$ cat config.mk
export PLATFORM = sky130hd
export DESIGN_NAME = http_chunked_encoder_core
export DESIGN_NICKNAME = d
export VERILOG_FILES = /design/src/rtl/hce_pkg.sv /design/src/rtl/hce_ram.sv /design/src/rtl/hce_front.sv /design/src/rtl/hce_queue.sv /design/src/rtl/hce_back.sv /design/src/rtl/http_chunked_encoder_core.sv
export SDC_FILE = /design/constraint.sdc
export NUM_CORES = 1
export LEC_CHECK = 0
export BUFFER_PORTS_ARGS = -buffer_cell sky130_fd_sc_hd__buf_4
export CAP_MARGIN = 5
export CELL_PAD_IN_SITES_DETAIL_PLACEMENT = 1
export CELL_PAD_IN_SITES_GLOBAL_PLACEMENT = 2
export CORE_ASPECT_RATIO = 1.75
export CORE_MARGIN = 4
export CORE_UTILIZATION = 49
export CTS_CLUSTER_SIZE = 24
export DETAILED_ROUTE_END_ITERATION = 8
export HOLD_SLACK_MARGIN = 0.12
export PLACE_DENSITY_LB_ADDON = 0.1
export SYNTH_ARGS = -nofsm -noshare
export SYNTH_HDL_FRONTEND = slang
export SYNTH_SLANG_ARGS = --single-unit
$ cat constraint.sdc
create_clock -name clock -period 3.7 [get_ports clock]
set_clock_uncertainty 0.15 [all_clocks]
set_input_delay 0.555 -clock clock [delete_from_list [all_inputs] [get_ports clock]]
set_output_delay 0.555 -clock clock [all_outputs]
set_load 0.005 [all_outputs]
$ cat src/rtl/hce_pkg.sv
// Shared types, constants and helpers for the chunked transfer encoder.
// No dependencies; every other file except hce_ram uses it by scoped names.
package hce_pkg;

   localparam int CHUNK_MAX_DEFAULT = 32;
   localparam int LEN_W             = 6;
   localparam int CSR_W             = 6;
   localparam logic [CSR_W-1:0] CHUNK_SIZE_RESET = 6'd20;

   localparam int QDEPTH = 2;
   localparam int QPTR_W = 1;
   localparam int QCNT_W = 2;

   localparam logic [7:0] ASCII_CR   = 8'h0D;
   localparam logic [7:0] ASCII_LF   = 8'h0A;
   localparam logic [7:0] ASCII_ZERO = 8'h30;
   localparam logic [7:0] ASCII_A    = 8'h41;

   typedef struct packed {
      logic             chunk;
      logic [LEN_W-1:0] len;
      logic             bank;
      logic             term;
   } cmd_type;

   typedef struct packed {
      logic valid;
      logic bank;
   } release_type;

   typedef enum logic [3:0] {
      B_IDLE,
      B_HEX_HI,
      B_HEX_LO,
      B_CR1,
      B_LF1,
      B_DATA_RD,
      B_DATA_WR,
      B_CR2,
      B_LF2,
      B_T_ZERO,
      B_T_CR1,
      B_T_LF1,
      B_T_CR2,
      B_T_LF2
   } back_state_type;

   function automatic logic [7:0] hex_ascii(input logic [3:0] v);
      logic [7:0] r;
      if (v < 4'd10) begin
         r = ASCII_ZERO + {4'd0, v};
      end else begin
         r = ASCII_A + {4'd0, v - 4'd10};
      end
      return r;
   endfunction

endpackage

$ cat src/rtl/hce_ram.sv
// Generic single-write, single-read RAM with registered read data.
// No dependencies.
module hce_ram #(
   parameter int WIDTH = 8,
   parameter int DEPTH = 64
) (
   input  logic                     clock,
   input  logic                     wr_en,
   input  logic [$clog2(DEPTH)-1:0] wr_addr,
   input  logic [WIDTH-1:0]         wr_data,
   input  logic                     rd_en,
   input  logic [$clog2(DEPTH)-1:0] rd_addr,
   output logic [WIDTH-1:0]         rd_data
);

   logic [WIDTH-1:0] mem_ff [DEPTH];
   logic [WIDTH-1:0] rd_data_ff;

   always_ff @(posedge clock) begin
      if (wr_en) begin
         mem_ff[wr_addr] <= wr_data;
      end
      if (rd_en) begin
         rd_data_ff <= mem_ff[rd_addr];
      end
   end

   assign rd_data = rd_data_ff;

endmodule

$ cat src/rtl/hce_front.sv
// Front end: accepts items, stores body bytes, decides chunk and terminator commands.
// Depends on hce_pkg; writes the chunk buffer RAM and feeds the command queue.
module hce_front #(
   parameter int CHUNK_MAX = hce_pkg::CHUNK_MAX_DEFAULT,
   parameter int IDX_W     = (CHUNK_MAX > 1) ? $clog2(CHUNK_MAX) : 1
) (
   input  logic                       clock,
   input  logic                       reset,
   input  logic [hce_pkg::CSR_W-1:0]  chunk_size,
   input  logic                       req_push,
   output logic                       req_full,
   input  logic [7:0]                 req_data_byte,
   input  logic                       req_has_byte,
   input  logic                       req_end_of_body,
   output logic                       ram_wr_en,
   output logic [IDX_W:0]             ram_wr_addr,
   output logic [7:0]                 ram_wr_data,
   output logic                       q_push,
   output hce_pkg::cmd_type           q_data,
   input  logic                       q_full,
   input  hce_pkg::release_type       rel
);

   localparam logic [hce_pkg::LEN_W-1:0] MAX_LEN = hce_pkg::LEN_W'(CHUNK_MAX);

   logic [hce_pkg::LEN_W-1:0] fill_ff, fill_in;
   logic                      bank_ff, bank_in;
   logic [1:0]                busy_ff, busy_in;

   logic                      accept;
   logic [hce_pkg::LEN_W-1:0] eff_size;
   logic [hce_pkg::LEN_W-1:0] fill_new;
   logic                      do_chunk;

   always_comb begin
      if (chunk_size == '0) begin
         eff_size = hce_pkg::LEN_W'(1);
      end else if (chunk_size > MAX_LEN) begin
         eff_size = MAX_LEN;
      end else begin
         eff_size = chunk_size;
      end
   end

   assign req_full = q_full || busy_ff[bank_ff];
   assign accept   = req_push && !req_full;
   assign fill_new = req_has_byte ? fill_ff + hce_pkg::LEN_W'(1) : fill_ff;
   assign do_chunk = (req_has_byte && (fill_new >= eff_size))
                  || (req_end_of_body && (fill_new != '0));

   assign ram_wr_en   = accept && req_has_byte;
   assign ram_wr_addr = {bank_ff, fill_ff[IDX_W-1:0]};
   assign ram_wr_data = req_data_byte;

   assign q_push       = accept && (do_chunk || req_end_of_body);
   assign q_data.chunk = do_chunk;
   assign q_data.len   = fill_new;
   assign q_data.bank  = bank_ff;
   assign q_data.term  = req_end_of_body;

   always_comb begin
      fill_in = fill_ff;
      bank_in = bank_ff;
      busy_in = busy_ff;
      if (rel.valid) begin
         busy_in[rel.bank] = 1'b0;
      end
      if (accept) begin
         fill_in = (do_chunk || req_end_of_body) ? '0 : fill_new;
         if (do_chunk) begin
            bank_in          = !bank_ff;
            busy_in[bank_ff] = 1'b1;
         end
      end
   end

   always_ff @(posedge clock) begin
      if (reset) begin
         fill_ff <= '0;
         bank_ff <= 1'b0;
         busy_ff <= '0;
      end else begin
         fill_ff <= fill_in;
         bank_ff <= bank_in;
         busy_ff <= busy_in;
      end
   end

endmodule

$ cat src/rtl/hce_queue.sv
// Two-entry command queue between the front end and the back end.
// Depends on hce_pkg for the command type and depth.
module hce_queue (
   input  logic             clock,
   input  logic             reset,
   input  logic             push,
   input  hce_pkg::cmd_type push_data,
   output logic             full,
   input  logic             pop,
   output hce_pkg::cmd_type pop_data,
   output logic             empty
);

   hce_pkg::cmd_type            entry_ff [hce_pkg::QDEPTH];
   logic [hce_pkg::QPTR_W-1:0]  wr_ptr_ff, wr_ptr_in;
   logic [hce_pkg::QPTR_W-1:0]  rd_ptr_ff, rd_ptr_in;
   logic [hce_pkg::QCNT_W-1:0]  count_ff, count_in;
   logic                        do_push, do_pop;

   assign full     = (count_ff == hce_pkg::QCNT_W'(hce_pkg::QDEPTH));
   assign empty    = (count_ff == '0);
   assign do_push  = push && !full;
   assign do_pop   = pop && !empty;
   assign pop_data = entry_ff[rd_ptr_ff];

   always_comb begin
      wr_ptr_in = do_push ? wr_ptr_ff + hce_pkg::QPTR_W'(1) : wr_ptr_ff;
      rd_ptr_in = do_pop  ? rd_ptr_ff + hce_pkg::QPTR_W'(1) : rd_ptr_ff;
      count_in  = count_ff;
      if (do_push && !do_pop) begin
         count_in = count_ff + hce_pkg::QCNT_W'(1);
      end else if (do_pop && !do_push) begin
         count_in = count_ff - hce_pkg::QCNT_W'(1);
      end
   end

   always_ff @(posedge clock) begin
      if (do_push) begin
         entry_ff[wr_ptr_ff] <= push_data;
      end
   end

   always_ff @(posedge clock) begin
      if (reset) begin
         wr_ptr_ff <= '0;
         rd_ptr_ff <= '0;
         count_ff  <= '0;
      end else begin
         wr_ptr_ff <= wr_ptr_in;
         rd_ptr_ff <= rd_ptr_in;
         count_ff  <= count_in;
      end
   end

endmodule

$ cat src/rtl/hce_back.sv
// Back end: turns commands into the encoded byte stream through an output register.
// Depends on hce_pkg; reads the chunk buffer RAM and the command queue.
module hce_back #(
   parameter int CHUNK_MAX = hce_pkg::CHUNK_MAX_DEFAULT,
   parameter int IDX_W     = (CHUNK_MAX > 1) ? $clog2(CHUNK_MAX) : 1
) (
   input  logic                 clock,
   input  logic                 reset,
   input  logic                 q_empty,
   output logic                 q_pop,
   input  hce_pkg::cmd_type     q_data,
   output logic                 ram_rd_en,
   output logic [IDX_W:0]       ram_rd_addr,
   input  logic [7:0]           ram_rd_data,
   output hce_pkg::release_type rel,
   output logic                 rsp_empty,
   input  logic                 rsp_pop,
   output logic [7:0]           rsp_out_byte,
   output logic                 rsp_last_of_run
);

   hce_pkg::back_state_type   state_ff, state_in;
   hce_pkg::cmd_type          cmd_ff, cmd_in;
   logic [hce_pkg::LEN_W-1:0] idx_ff, idx_in;
   logic                      out_valid_ff, out_valid_in;
   logic [7:0]                out_byte_ff, out_byte_in;
   logic                      out_last_ff, out_last_in;

   hce_pkg::back_state_type   nxt;
   logic                      emit, emit_last, can_load;
   logic [7:0]                emit_byte;

   assign can_load    = !out_valid_ff || rsp_pop;
   assign ram_rd_addr = {cmd_ff.bank, idx_ff[IDX_W-1:0]};

   always_comb begin
      state_in     = state_ff;
      cmd_in       = cmd_ff;
      idx_in       = idx_ff;
      out_valid_in = out_valid_ff && !rsp_pop;
      out_byte_in  = out_byte_ff;
      out_last_in  = out_last_ff;
      q_pop        = 1'b0;
      ram_rd_en    = 1'b0;
      rel          = '0;
      emit         = 1'b0;
      emit_last    = 1'b0;
      emit_byte    = hce_pkg::ASCII_CR;
      nxt          = state_ff;
      case (state_ff)
         hce_pkg::B_IDLE: begin
            if (!q_empty) begin
               q_pop  = 1'b1;
               cmd_in = q_data;
               idx_in = '0;
               if (!q_data.chunk) begin
                  state_in = hce_pkg::B_T_ZERO;
               end else if (q_data.len[hce_pkg::LEN_W-1:4] != '0) begin
                  state_in = hce_pkg::B_HEX_HI;
               end else begin
                  state_in = hce_pkg::B_HEX_LO;
               end
            end
         end
         hce_pkg::B_HEX_HI: begin
            emit      = 1'b1;
            emit_byte = hce_pkg::hex_ascii(4'(cmd_ff.len[hce_pkg::LEN_W-1:4]));
            nxt       = hce_pkg::B_HEX_LO;
         end
         hce_pkg::B_HEX_LO: begin
            emit      = 1'b1;
            emit_byte = hce_pkg::hex_ascii(cmd_ff.len[3:0]);
            nxt       = hce_pkg::B_CR1;
         end
         hce_pkg::B_CR1: begin
            emit = 1'b1;
            nxt  = hce_pkg::B_LF1;
         end
         hce_pkg::B_LF1: begin
            emit      = 1'b1;
            emit_byte = hce_pkg::ASCII_LF;
            nxt       = hce_pkg::B_DATA_RD;
         end
         hce_pkg::B_DATA_RD: begin
            ram_rd_en = 1'b1;
            state_in  = hce_pkg::B_DATA_WR;
         end
         hce_pkg::B_DATA_WR: begin
            emit      = 1'b1;
            emit_byte = ram_rd_data;
            nxt       = ((idx_ff + hce_pkg::LEN_W'(1)) == cmd_ff.len) ?
                        hce_pkg::B_CR2 : hce_pkg::B_DATA_RD;
         end
         hce_pkg::B_CR2: begin
            emit = 1'b1;
            nxt  = hce_pkg::B_LF2;
         end
         hce_pkg::B_LF2: begin
            emit      = 1'b1;
            emit_byte = hce_pkg::ASCII_LF;
            emit_last = !cmd_ff.term;
            nxt       = cmd_ff.term ? hce_pkg::B_T_ZERO : hce_pkg::B_IDLE;
         end
         hce_pkg::B_T_ZERO: begin
            emit      = 1'b1;
            emit_byte = hce_pkg::ASCII_ZERO;
            nxt       = hce_pkg::B_T_CR1;
         end
         hce_pkg::B_T_CR1: begin
            emit = 1'b1;
            nxt  = hce_pkg::B_T_LF1;
         end
         hce_pkg::B_T_LF1: begin
            emit      = 1'b1;
            emit_byte = hce_pkg::ASCII_LF;
            nxt       = hce_pkg::B_T_CR2;
         end
         hce_pkg::B_T_CR2: begin
            emit = 1'b1;
            nxt  = hce_pkg::B_T_LF2;
         end
         hce_pkg::B_T_LF2: begin
            emit      = 1'b1;
            emit_byte = hce_pkg::ASCII_LF;
            emit_last = 1'b1;
            nxt       = hce_pkg::B_IDLE;
         end
         default: begin
            state_in = hce_pkg::B_IDLE;
         end
      endcase
      if (emit && can_load) begin
         out_valid_in = 1'b1;
         out_byte_in  = emit_byte;
         out_last_in  = emit_last;
         state_in     = nxt;
         if (state_ff == hce_pkg::B_DATA_WR) begin
            idx_in = idx_ff + hce_pkg::LEN_W'(1);
         end
         if (state_ff == hce_pkg::B_LF2) begin
            rel.valid = 1'b1;
            rel.bank  = cmd_ff.bank;
         end
      end
   end

   always_ff @(posedge clock) begin
      if (reset) begin
         state_ff     <= hce_pkg::B_IDLE;
         out_valid_ff <= 1'b0;
      end else begin
         state_ff     <= state_in;
         out_valid_ff <= out_valid_in;
      end
   end

   always_ff @(posedge clock) begin
      cmd_ff      <= cmd_in;
      idx_ff      <= idx_in;
      out_byte_ff <= out_byte_in;
      out_last_ff <= out_last_in;
   end

   assign rsp_empty       = !out_valid_ff;
   assign rsp_out_byte    = out_byte_ff;
   assign rsp_last_of_run = out_last_ff;

   a_last_is_lf: assert property (@(posedge clock) disable iff (reset)
      (out_valid_ff && out_last_ff) |-> (out_byte_ff == hce_pkg::ASCII_LF))
      else $error("last item of a run is not LF");

   a_data_in_range: assert property (@(posedge clock) disable iff (reset)
      (state_ff == hce_pkg::B_DATA_RD || state_ff == hce_pkg::B_DATA_WR)
      |-> (cmd_ff.chunk && (idx_ff < cmd_ff.len)))
      else $error("data index outside chunk");

   a_hex_hi_needed: assert property (@(posedge clock) disable iff (reset)
      (state_ff == hce_pkg::B_HEX_HI) |-> (cmd_ff.len[hce_pkg::LEN_W-1:4] != '0))
      else $error("leading hex digit on short chunk");

   a_read_then_use: assert property (@(posedge clock) disable iff (reset)
      (state_ff == hce_pkg::B_DATA_WR) |-> $past(ram_rd_en) || $stable(idx_ff))
      else $error("data used without a buffer read");

endmodule

$ cat src/rtl/http_chunked_encoder_core.sv
// Top level of the HTTP chunked transfer encoder.
// Depends on hce_pkg, hce_ram, hce_front, hce_queue and hce_back.
//
//   channel  ports                                         handshake
//   req      req_data_byte, req_has_byte, req_end_of_body  req_push  & !req_full
//   rsp      rsp_out_byte, rsp_last_of_run                 rsp_pop   & !rsp_empty
//   csr      csr_data (chunk_size)                         csr_valid &  csr_ready
//
// Items enter at one per cycle while the two-entry command queue has room and
// the buffer bank being filled is not still being read out.
// Output: one framing byte per cycle while the output register can take it; each data
// byte takes a buffer RAM read, then an output register load.
// Reset is synchronous; no clearing pass, the buffer is only read where written.
// A full output register holds its item until popped; the front keeps filling meanwhile.
module http_chunked_encoder_core #(
   parameter int CHUNK_MAX = hce_pkg::CHUNK_MAX_DEFAULT
) (
   input  logic                      clock,
   input  logic                      reset,
   input  logic                      req_push,
   output logic                      req_full,
   input  logic [7:0]                req_data_byte,
   input  logic                      req_has_byte,
   input  logic                      req_end_of_body,
   output logic                      rsp_empty,
   input  logic                      rsp_pop,
   output logic [7:0]                rsp_out_byte,
   output logic                      rsp_last_of_run,
   input  logic                      csr_valid,
   output logic                      csr_ready,
   input  logic [hce_pkg::CSR_W-1:0] csr_data
);

   localparam int IDX_W = (CHUNK_MAX > 1) ? $clog2(CHUNK_MAX) : 1;
   localparam int DEPTH = 2 ** (IDX_W + 1);

   logic [hce_pkg::CSR_W-1:0] chunk_size_ff, chunk_size_in;

   logic                 ram_wr_en, ram_rd_en;
   logic [IDX_W:0]       ram_wr_addr, ram_rd_addr;
   logic [7:0]           ram_wr_data, ram_rd_data;
   logic                 q_push, q_full, q_pop, q_empty;
   hce_pkg::cmd_type     q_in, q_out;
   hce_pkg::release_type rel;

   assign csr_ready     = 1'b1;
   assign chunk_size_in = (csr_valid && csr_ready) ? csr_data : chunk_size_ff;

   always_ff @(posedge clock) begin
      if (reset) begin
         chunk_size_ff <= hce_pkg::CHUNK_SIZE_RESET;
      end else begin
         chunk_size_ff <= chunk_size_in;
      end
   end

   hce_ram #(
      .WIDTH (8),
      .DEPTH (DEPTH)
   ) u_buf (
      .clock   (clock),
      .wr_en   (ram_wr_en),
      .wr_addr (ram_wr_addr),
      .wr_data (ram_wr_data),
      .rd_en   (ram_rd_en),
      .rd_addr (ram_rd_addr),
      .rd_data (ram_rd_data)
   );

   hce_front #(
      .CHUNK_MAX (CHUNK_MAX),
      .IDX_W     (IDX_W)
   ) u_front (
      .clock           (clock),
      .reset           (reset),
      .chunk_size      (chunk_size_ff),
      .req_push        (req_push),
      .req_full        (req_full),
      .req_data_byte   (req_data_byte),
      .req_has_byte    (req_has_byte),
      .req_end_of_body (req_end_of_body),
      .ram_wr_en       (ram_wr_en),
      .ram_wr_addr     (ram_wr_addr),
      .ram_wr_data     (ram_wr_data),
      .q_push          (q_push),
      .q_data          (q_in),
      .q_full          (q_full),
      .rel             (rel)
   );

   hce_queue u_queue (
      .clock     (clock),
      .reset     (reset),
      .push      (q_push),
      .push_data (q_in),
      .full      (q_full),
      .pop       (q_pop),
      .pop_data  (q_out),
      .empty     (q_empty)
   );

   hce_back #(
      .CHUNK_MAX (CHUNK_MAX),
      .IDX_W     (IDX_W)
   ) u_back (
      .clock           (clock),
      .reset           (reset),
      .q_empty         (q_empty),
      .q_pop           (q_pop),
      .q_data          (q_out),
      .ram_rd_en       (ram_rd_en),
      .ram_rd_addr     (ram_rd_addr),
      .ram_rd_data     (ram_rd_data),
      .rel             (rel),
      .rsp_empty       (rsp_empty),
      .rsp_pop         (rsp_pop),
      .rsp_out_byte    (rsp_out_byte),
      .rsp_last_of_run (rsp_last_of_run)
   );

endmodule
==> impl_metrics.json, run 1 <==
{
  "drt_iter0_markers": 844,
  "power_w": 0.01604,
  "syn_inst": 1317,
  "tns_ps": 0,
  "num_io_pins": 33,
  "firstDrtPassIters": 5,
  "cap_violations": 0,
  "power_density_nw_per_um2": 592.7,
  "multi_input_area_um2": 5886,
  "cts_tree": "yes",
  "syn_nets": 1350,
  "core.rowCount": 106,
  "synth.top_cell.area_share_pct": 70.60,
  "final_layout_size_suffix_gt1_share_pct": 24.58,
  "diodes": 0,
  "fin_crit_sh_pct": 90.33,
  "arrival_ps": 3700,
  "antenna_found_initial": 0,
  "cpMostUsedCell": "ha_1",
  "syn_area_um2": 23610,
  "core_area_um2": 47750,
  "clkLatencyLatePin_ps": 580,
  "outcome": "finished clean",
  "critical_path_required_ps": 4060,
  "cp_cell_sequence": "ha_1 > nand4_1 > xnor2_2 > ha_1 > a21o_1 > a21o_1 > a211o_2 > a21oi_1 > nor2_1 > ha_1 > or3_1 > a21oi_1",
  "start_kind": "flop",
  "crit_type": "flop to flop",
  "cts_buffers": 53,
  "gp_congestion": 0.8579,
  "rsz0062_at_grt": "no",
  "worst_path_max_delay_cell": "or3_1",
  "ys_ff_latch": 586,
  "ir_drop_mv": 0.6312,
  "worstMarginPinSlew_ps": 1051,
  "clock_sinks": 586,
  "ys_top_cells_by_count": "edfxtp_1, mux4_2, nor2_1, nand2_1, mux2i_1",
  "crit_path_max_incr_delay_ps": 360,
  "synthTopCellsByArea": "edfxtp_1, mux4_2, dfxtp_1",
  "synth_warnings": 0,
  "port_buffers": 31,
  "grt_first_pass_wirelength_um": 87710,
  "ys.flop_type": "edfxtp_1",
  "finish.instance_area_um2": 27070,
  "synth_area_leader_cell": "edfxtp_1",
  "fin_cells": 2079,
  "cts_buffer_depth": 3,
  "power_leakage_nw": 8.652,
  "vias": 12375,
  "nNetsFinal": 1474,
  "place_area_um2": 25090,
  "synth-edff-count": 555,
  "hold_path_class": "input port to flop",
  "dpl.hpwl_um": 38130,
  "whs_ps": 160.1,
  "wl_per_cell_um": 28.13,
  "initial_core_util_pct": 49.44,
  "final-hold-violation-count": 0,
  "dieArea_um2": 51890,
  "synth.avg_cell_area_um2": 17.92,
  "drc": 0,
  "regArea_um2": 17300,
  "die_x_um": 173.9,
  "maxSlewHeadroom_pct": 29.81,
  "grt_pass1_vias": 13325,
  "path_clk_slew_ps": 70,
  "fill_cells": 4225,
  "setup_viol": 0,
  "crit_path_end_kind": "flop",
  "layout_min_cycle_time_ps": 3342,
  "cts-htree-levels": 2,
  "vias_per_cell": 5.952,
  "max_freq_ghz": 0.2992,
  "synth.distinct_cells": 64,
  "root_buffer": "clkbuf_16",
  "yosysMostFrequentCell": "edfxtp_1",
  "overflow": 0,
  "grt_usage_pct": 22.74,
  "grt_max_degree": 65,
  "ys_async_sr_fraction_pct": 0,
  "worstPathMaxFanout": 5,
  "area_growth_pct": 14.67,
  "die_h_um": 298.4,
  "place_inst": 1971,
  "ant_nets": 0,
  "yosysSeqAreaShare_pct": 73.23,
  "maxSlewViolCount": 0,
  "routed_wl_um": 58490
}
==> final cells by class <==
type                    instances  area share (%)
flip-flops and latches        586           63.89
clock buffers                  59           5.061
well taps                     594           2.746
multi-input cells             638           21.74
inverters                      16          0.2219
clock inverters                40           1.881
repair buffers                146           4.456
==> per-layer routing <==
| layer | vias up | track usage, % | routed length (um) |
|---|---|---|---|
| li1 | 5497 | - | - |
| met3 | 84 | 2.177 | 1908 |
| met5 | - | 0 | 0 |
| met2 | 291 | 43.45 | 32980 |
| met1 | 6503 | 27.05 | 21800 |
| met4 | 0 | 6.831 | 1801 |
==> worst paths after layout <==
path	startpoint	end	slack [ps]	depth (start not counted)
worst min-delay path	csr_valid	chunk_size_ff[3]$_SDFFE_PP0P_	160	3
worst max-delay path	u_front.fill_ff[0]$_SDFFE_PP0P_	u_queue.count_ff[1]$_SDFFE_PP0P_	360	12
worst max register to register	u_front.fill_ff[0]$_SDFFE_PP0P_	u_queue.count_ff[1]$_SDFFE_PP0P_	360	12
worst min register to register	u_queue.wr_ptr_ff$_SDFFE_PP0P_	u_queue.wr_ptr_ff$_SDFFE_PP0P_	350	2
==> critical path, delay by kind of cell (launching register included) <==
kind            cells  cell delay, ps
compound gates      5            1050
fa+ha+maj           3             830
xor+xnor            1             290
simple gates        3             620
flops               1             340
==> registers in the layout, indices dropped and copies added (netlist names), named ones only <==
register,cells
u_back.ram_rd_addr,1
u_back.state_ff,4
u_front.busy_ff,2
u_back.rsp_last_of_run,1
u_queue.count_ff,2
u_back.idx_ff,6
u_queue.rd_ptr_ff,1
u_buf.mem_ff,512
u_back.cmd_ff,7
u_back.rsp_out_byte,8
u_queue.entry_ff,18
chunk_size_ff,6
u_front.bank_ff,1
u_front.fill_ff,6
u_queue.wr_ptr_ff,1
u_buf.rd_data,8
u_back.out_valid_ff,1
==> what timing repair did <==
item | in CTS | in global routing
hold endpoints to repair | 8 | 0
setup buffers | 0 | 0
setup endpoints to repair | 0 | 1
hold buffers | 9 | 0
resized for setup | 0 | 1
==> per-stage QoR <==
step                util, %  setup WS, ps
floorplan                 -         292.0
global placement      52.55         147.6
detailed placement    52.55         114.6
CTS                   56.68         186.4
global route          56.70         79.30
finish                56.70         357.9
==> report_power, final <==
group / switching, W / internal, W
Clock: 0.00245 / 0.00340
Sequential: 0.000188 / 0.00747
Combinational: 0.00139 / 0.00115
Total: 0.00402 / 0.0120
==> cells in the final DEF, fill, tap and decap left out, types with 11 or more instances in the layout <==
cell type and count:
a21oi_1 45, a22oi_1 22, a31oi_1 11, buf_4 130, clkbuf_16 54, dfxtp_1 28, edfxtp_1 555, ha_1 12
inv_1 16, mux2i_1 60, mux4_2 115, nand2_1 61, nand3_1 26, nor2_1 108, nor2b_1 18, o21ai_0 20
==> kinds of logic after synthesis <==
logic type      Yosys count  share of synthesized area [%]
compound gates          161                          4.543
xor+xnor                 20                         0.7420
fa+ha+maj                12                         0.6360
buf+inv                  93                          1.871
flops                   586                          73.23
mux                     184                          13.94
other cells               1                        0.01589
simple gates            260                          5.019
No activity file was read; power rests on OpenSTA's default activity.
==> run 2: changes to the inputs <==
--- a/config.mk
+++ b/config.mk
@@ -10,7 +10,7 @@
 export CELL_PAD_IN_SITES_DETAIL_PLACEMENT = 1
 export CELL_PAD_IN_SITES_GLOBAL_PLACEMENT = 2
 export CORE_ASPECT_RATIO = 1.75
-export CORE_MARGIN = 4
+export CORE_MARGIN = 2
 export CORE_UTILIZATION = 49
 export CTS_CLUSTER_SIZE = 24
 export DETAILED_ROUTE_END_ITERATION = 8
==> constraint.sdc (replaced) <==
create_clock -name clock -period 3.7 [get_ports clock]
set_clock_uncertainty 0.15 [all_clocks]
set_input_delay 0.555 -clock clock [delete_from_list [all_inputs] [get_ports clock]]
set_output_delay 0.555 -clock clock [all_outputs]
set_load 0.05 [all_outputs]
==> run 2 against run 1 <==
  * Flip-flop and latch count did not move
  * Non-clock buffer count stayed put
  * Combinational power increased by 6%
  * Critical path depth unchanged
  * Hold slack improved by 1.5 ps
  * Register-to-register slack worse by 120 ps
  * Worst setup slack lost 120 ps
  * Sequential power rose by 0.5%
  * First-iteration DRC count unchanged
  * Largest cell class unchanged
  * Largest power group unchanged
==> impl_metrics.json, run 2 (synthesis results as in run 1) <==
{
  "outcome": "finished clean",
  "cts_buffers": 52,
  "start_kind": "flop",
  "cts-htree-levels": 2,
  "postCtsSetupRepairBufs": 0,
  "die_h_um": 294.4,
  "clkLatencyLatePin_ps": 590,
  "drt_iter0_markers": 844,
  "fill_cells": 4252,
  "antenna_found_initial": 0,
  "wl_per_cell_um": 27.84,
  "power_leakage_nw": 8.597,
  "grt_max_degree": 65,
  "diodes": 0,
  "max_freq_ghz": 0.2892,
  "place_area_um2": 25070,
  "worstPathMaxFanout": 9,
  "critical_path_required_ps": 4060,
  "core_area_um2": 47750,
  "maxSlewHeadroom_pct": 41.16,
  "setup_viol": 0,
  "grt_pass1_vias": 13447,
  "port_buffers": 31,
  "clock_sinks": 586,
  "finish.instance_area_um2": 26880,
  "maxSlewViolCount": 0,
  "nNetsFinal": 1473,
  "gp_congestion": 0.8545,
  "hold_path_class": "input port to flop",
  "layout_common_cells": "edfxtp_1, buf_4, mux4_2",
  "worstMarginPinSlew_ps": 882.6,
  "grt_usage_pct": 23.93,
  "rsz0062_at_grt": "no",
  "routed_wl_um": 57820,
  "overflow": 0,
  "dpl.hpwl_um": 38560,
  "area_growth_pct": 13.88,
  "final_common_cell": "edfxtp_1",
  "path_clk_slew_ps": 70,
  "post-route-util_pct": 56.31,
  "power_density_nw_per_um2": 591.8,
  "firstDrtPassIters": 5,
  "core.rowCount": 106,
  "num_io_pins": 33,
  "ant_nets": 0,
  "largest_register_ff_count": 512,
  "grt_first_pass_wirelength_um": 86850,
  "layout_min_cycle_time_ps": 3458,
  "cts_buffer_depth": 3,
  "root_buffer": "clkbuf_16",
  "regMostFlops": "u_buf.mem_ff",
  "cap_violations": 0,
  "fin_crit_sh_pct": 93.46,
  "vias_per_cell": 5.930,
  "vias": 12316,
  "tns_ps": 0,
  "initial_core_util_pct": 49.44,
  "top_regs": "u_buf.mem_ff x512, u_queue.entry_ff x18",
  "die_x_um": 169.9,
  "cts_tree": "yes",
  "crit_path_end_kind": "flop",
  "final-hold-violation-count": 0,
  "ir_drop_mv": 0.4408,
  "final_layout_size_suffix_gt1_share_pct": 23.47,
  "drc": 0,
  "crit_type": "flop to flop",
  "dieArea_um2": 50020,
  "arrival_ps": 3820
}
-- run 2: power breakdown --
group | total [W] | internal (W) | switching (W)
Clock | 0.00552 | 0.00316 | 0.00236
Sequential | 0.00770 | 0.00747 | 0.000235
Combinational | 0.00268 | 0.00115 | 0.00153
-- run 2: layer usage --
| metal | track usage, % | routed length, um | up-vias |
|---|---|---|---|
| met3 | 2.457 | 1666 | 116 |
| li1 | - | - | 5508 |
| met4 | 10.63 | 2767 | 0 |
| met5 | 0 | 0 | - |
| met2 | 44.95 | 32060 | 261 |
| met1 | 27.35 | 21330 | 6431 |
-- run 2: path summary, 6_finish.rpt --
kind,from,endpoint,slack [ps],cells past startpoint
worst min register to register,u_front.busy_ff[1]$_SDFF_PP0_,u_front.busy_ff[1]$_SDFF_PP0_,340,2
worst min-delay path,csr_valid,chunk_size_ff[0]$_SDFFE_PP0P_,160,3
worst max register to register,u_front.fill_ff[0]$_SDFFE_PP0P_,u_queue.count_ff[1]$_SDFFE_PP0P_,240,12
worst max-delay path,u_front.fill_ff[0]$_SDFFE_PP0P_,u_queue.count_ff[1]$_SDFFE_PP0P_,240,12
-- run 2: per-stage QoR --
step / cells / worst slack [ps] / total power [W] / hold WS, ps
after floorplan: 1317 / 292.0 / 0.009613 / 292.2
after global placement: 1971 / 226.5 / 0.01055 / 312.3
after detailed placement: 1971 / 188.9 / 0.01057 / 328.0
after CTS: 2077 / 230.9 / 0.01608 / 148.8
after global routing: 2077 / 36.12 / 0.01647 / 175.2
final: 2077 / 242.1 / 0.01591 / 161.6
-- run 2: critical path: stages (launching register included) --
cell	delay, ps
dfxtp_1	490
ha_1	270
nand4_1	130
xnor2_1	270
ha_1	290
a21o_1	180
a21o_1	180
a211o_2	310
a21oi_1	210
nor2_1	100
ha_1	320
or3_1	350
a21oi_1	150
-- run 2: timing repair --
item                      4_1_cts  5_1_grt
hold endpoints to repair        8        0
gates resized for setup         0        0
hold buffers                    9        0
-- run 2: area by class of cell --
| class | instances | area (um^2) | share of cell area [%] |
|---|---|---|---|
| flip-flops and latches | 586 | 17300 | 64.33 |
| multi-input cells | 638 | 5878 | 21.87 |
| inverters | 16 | 60.06 | 0.2234 |
| repair buffers | 146 | 1181 | 4.394 |
| well taps | 594 | 743.2 | 2.765 |
| clock buffers | 66 | 1396 | 5.194 |
| clock inverters | 31 | 329.1 | 1.224 |
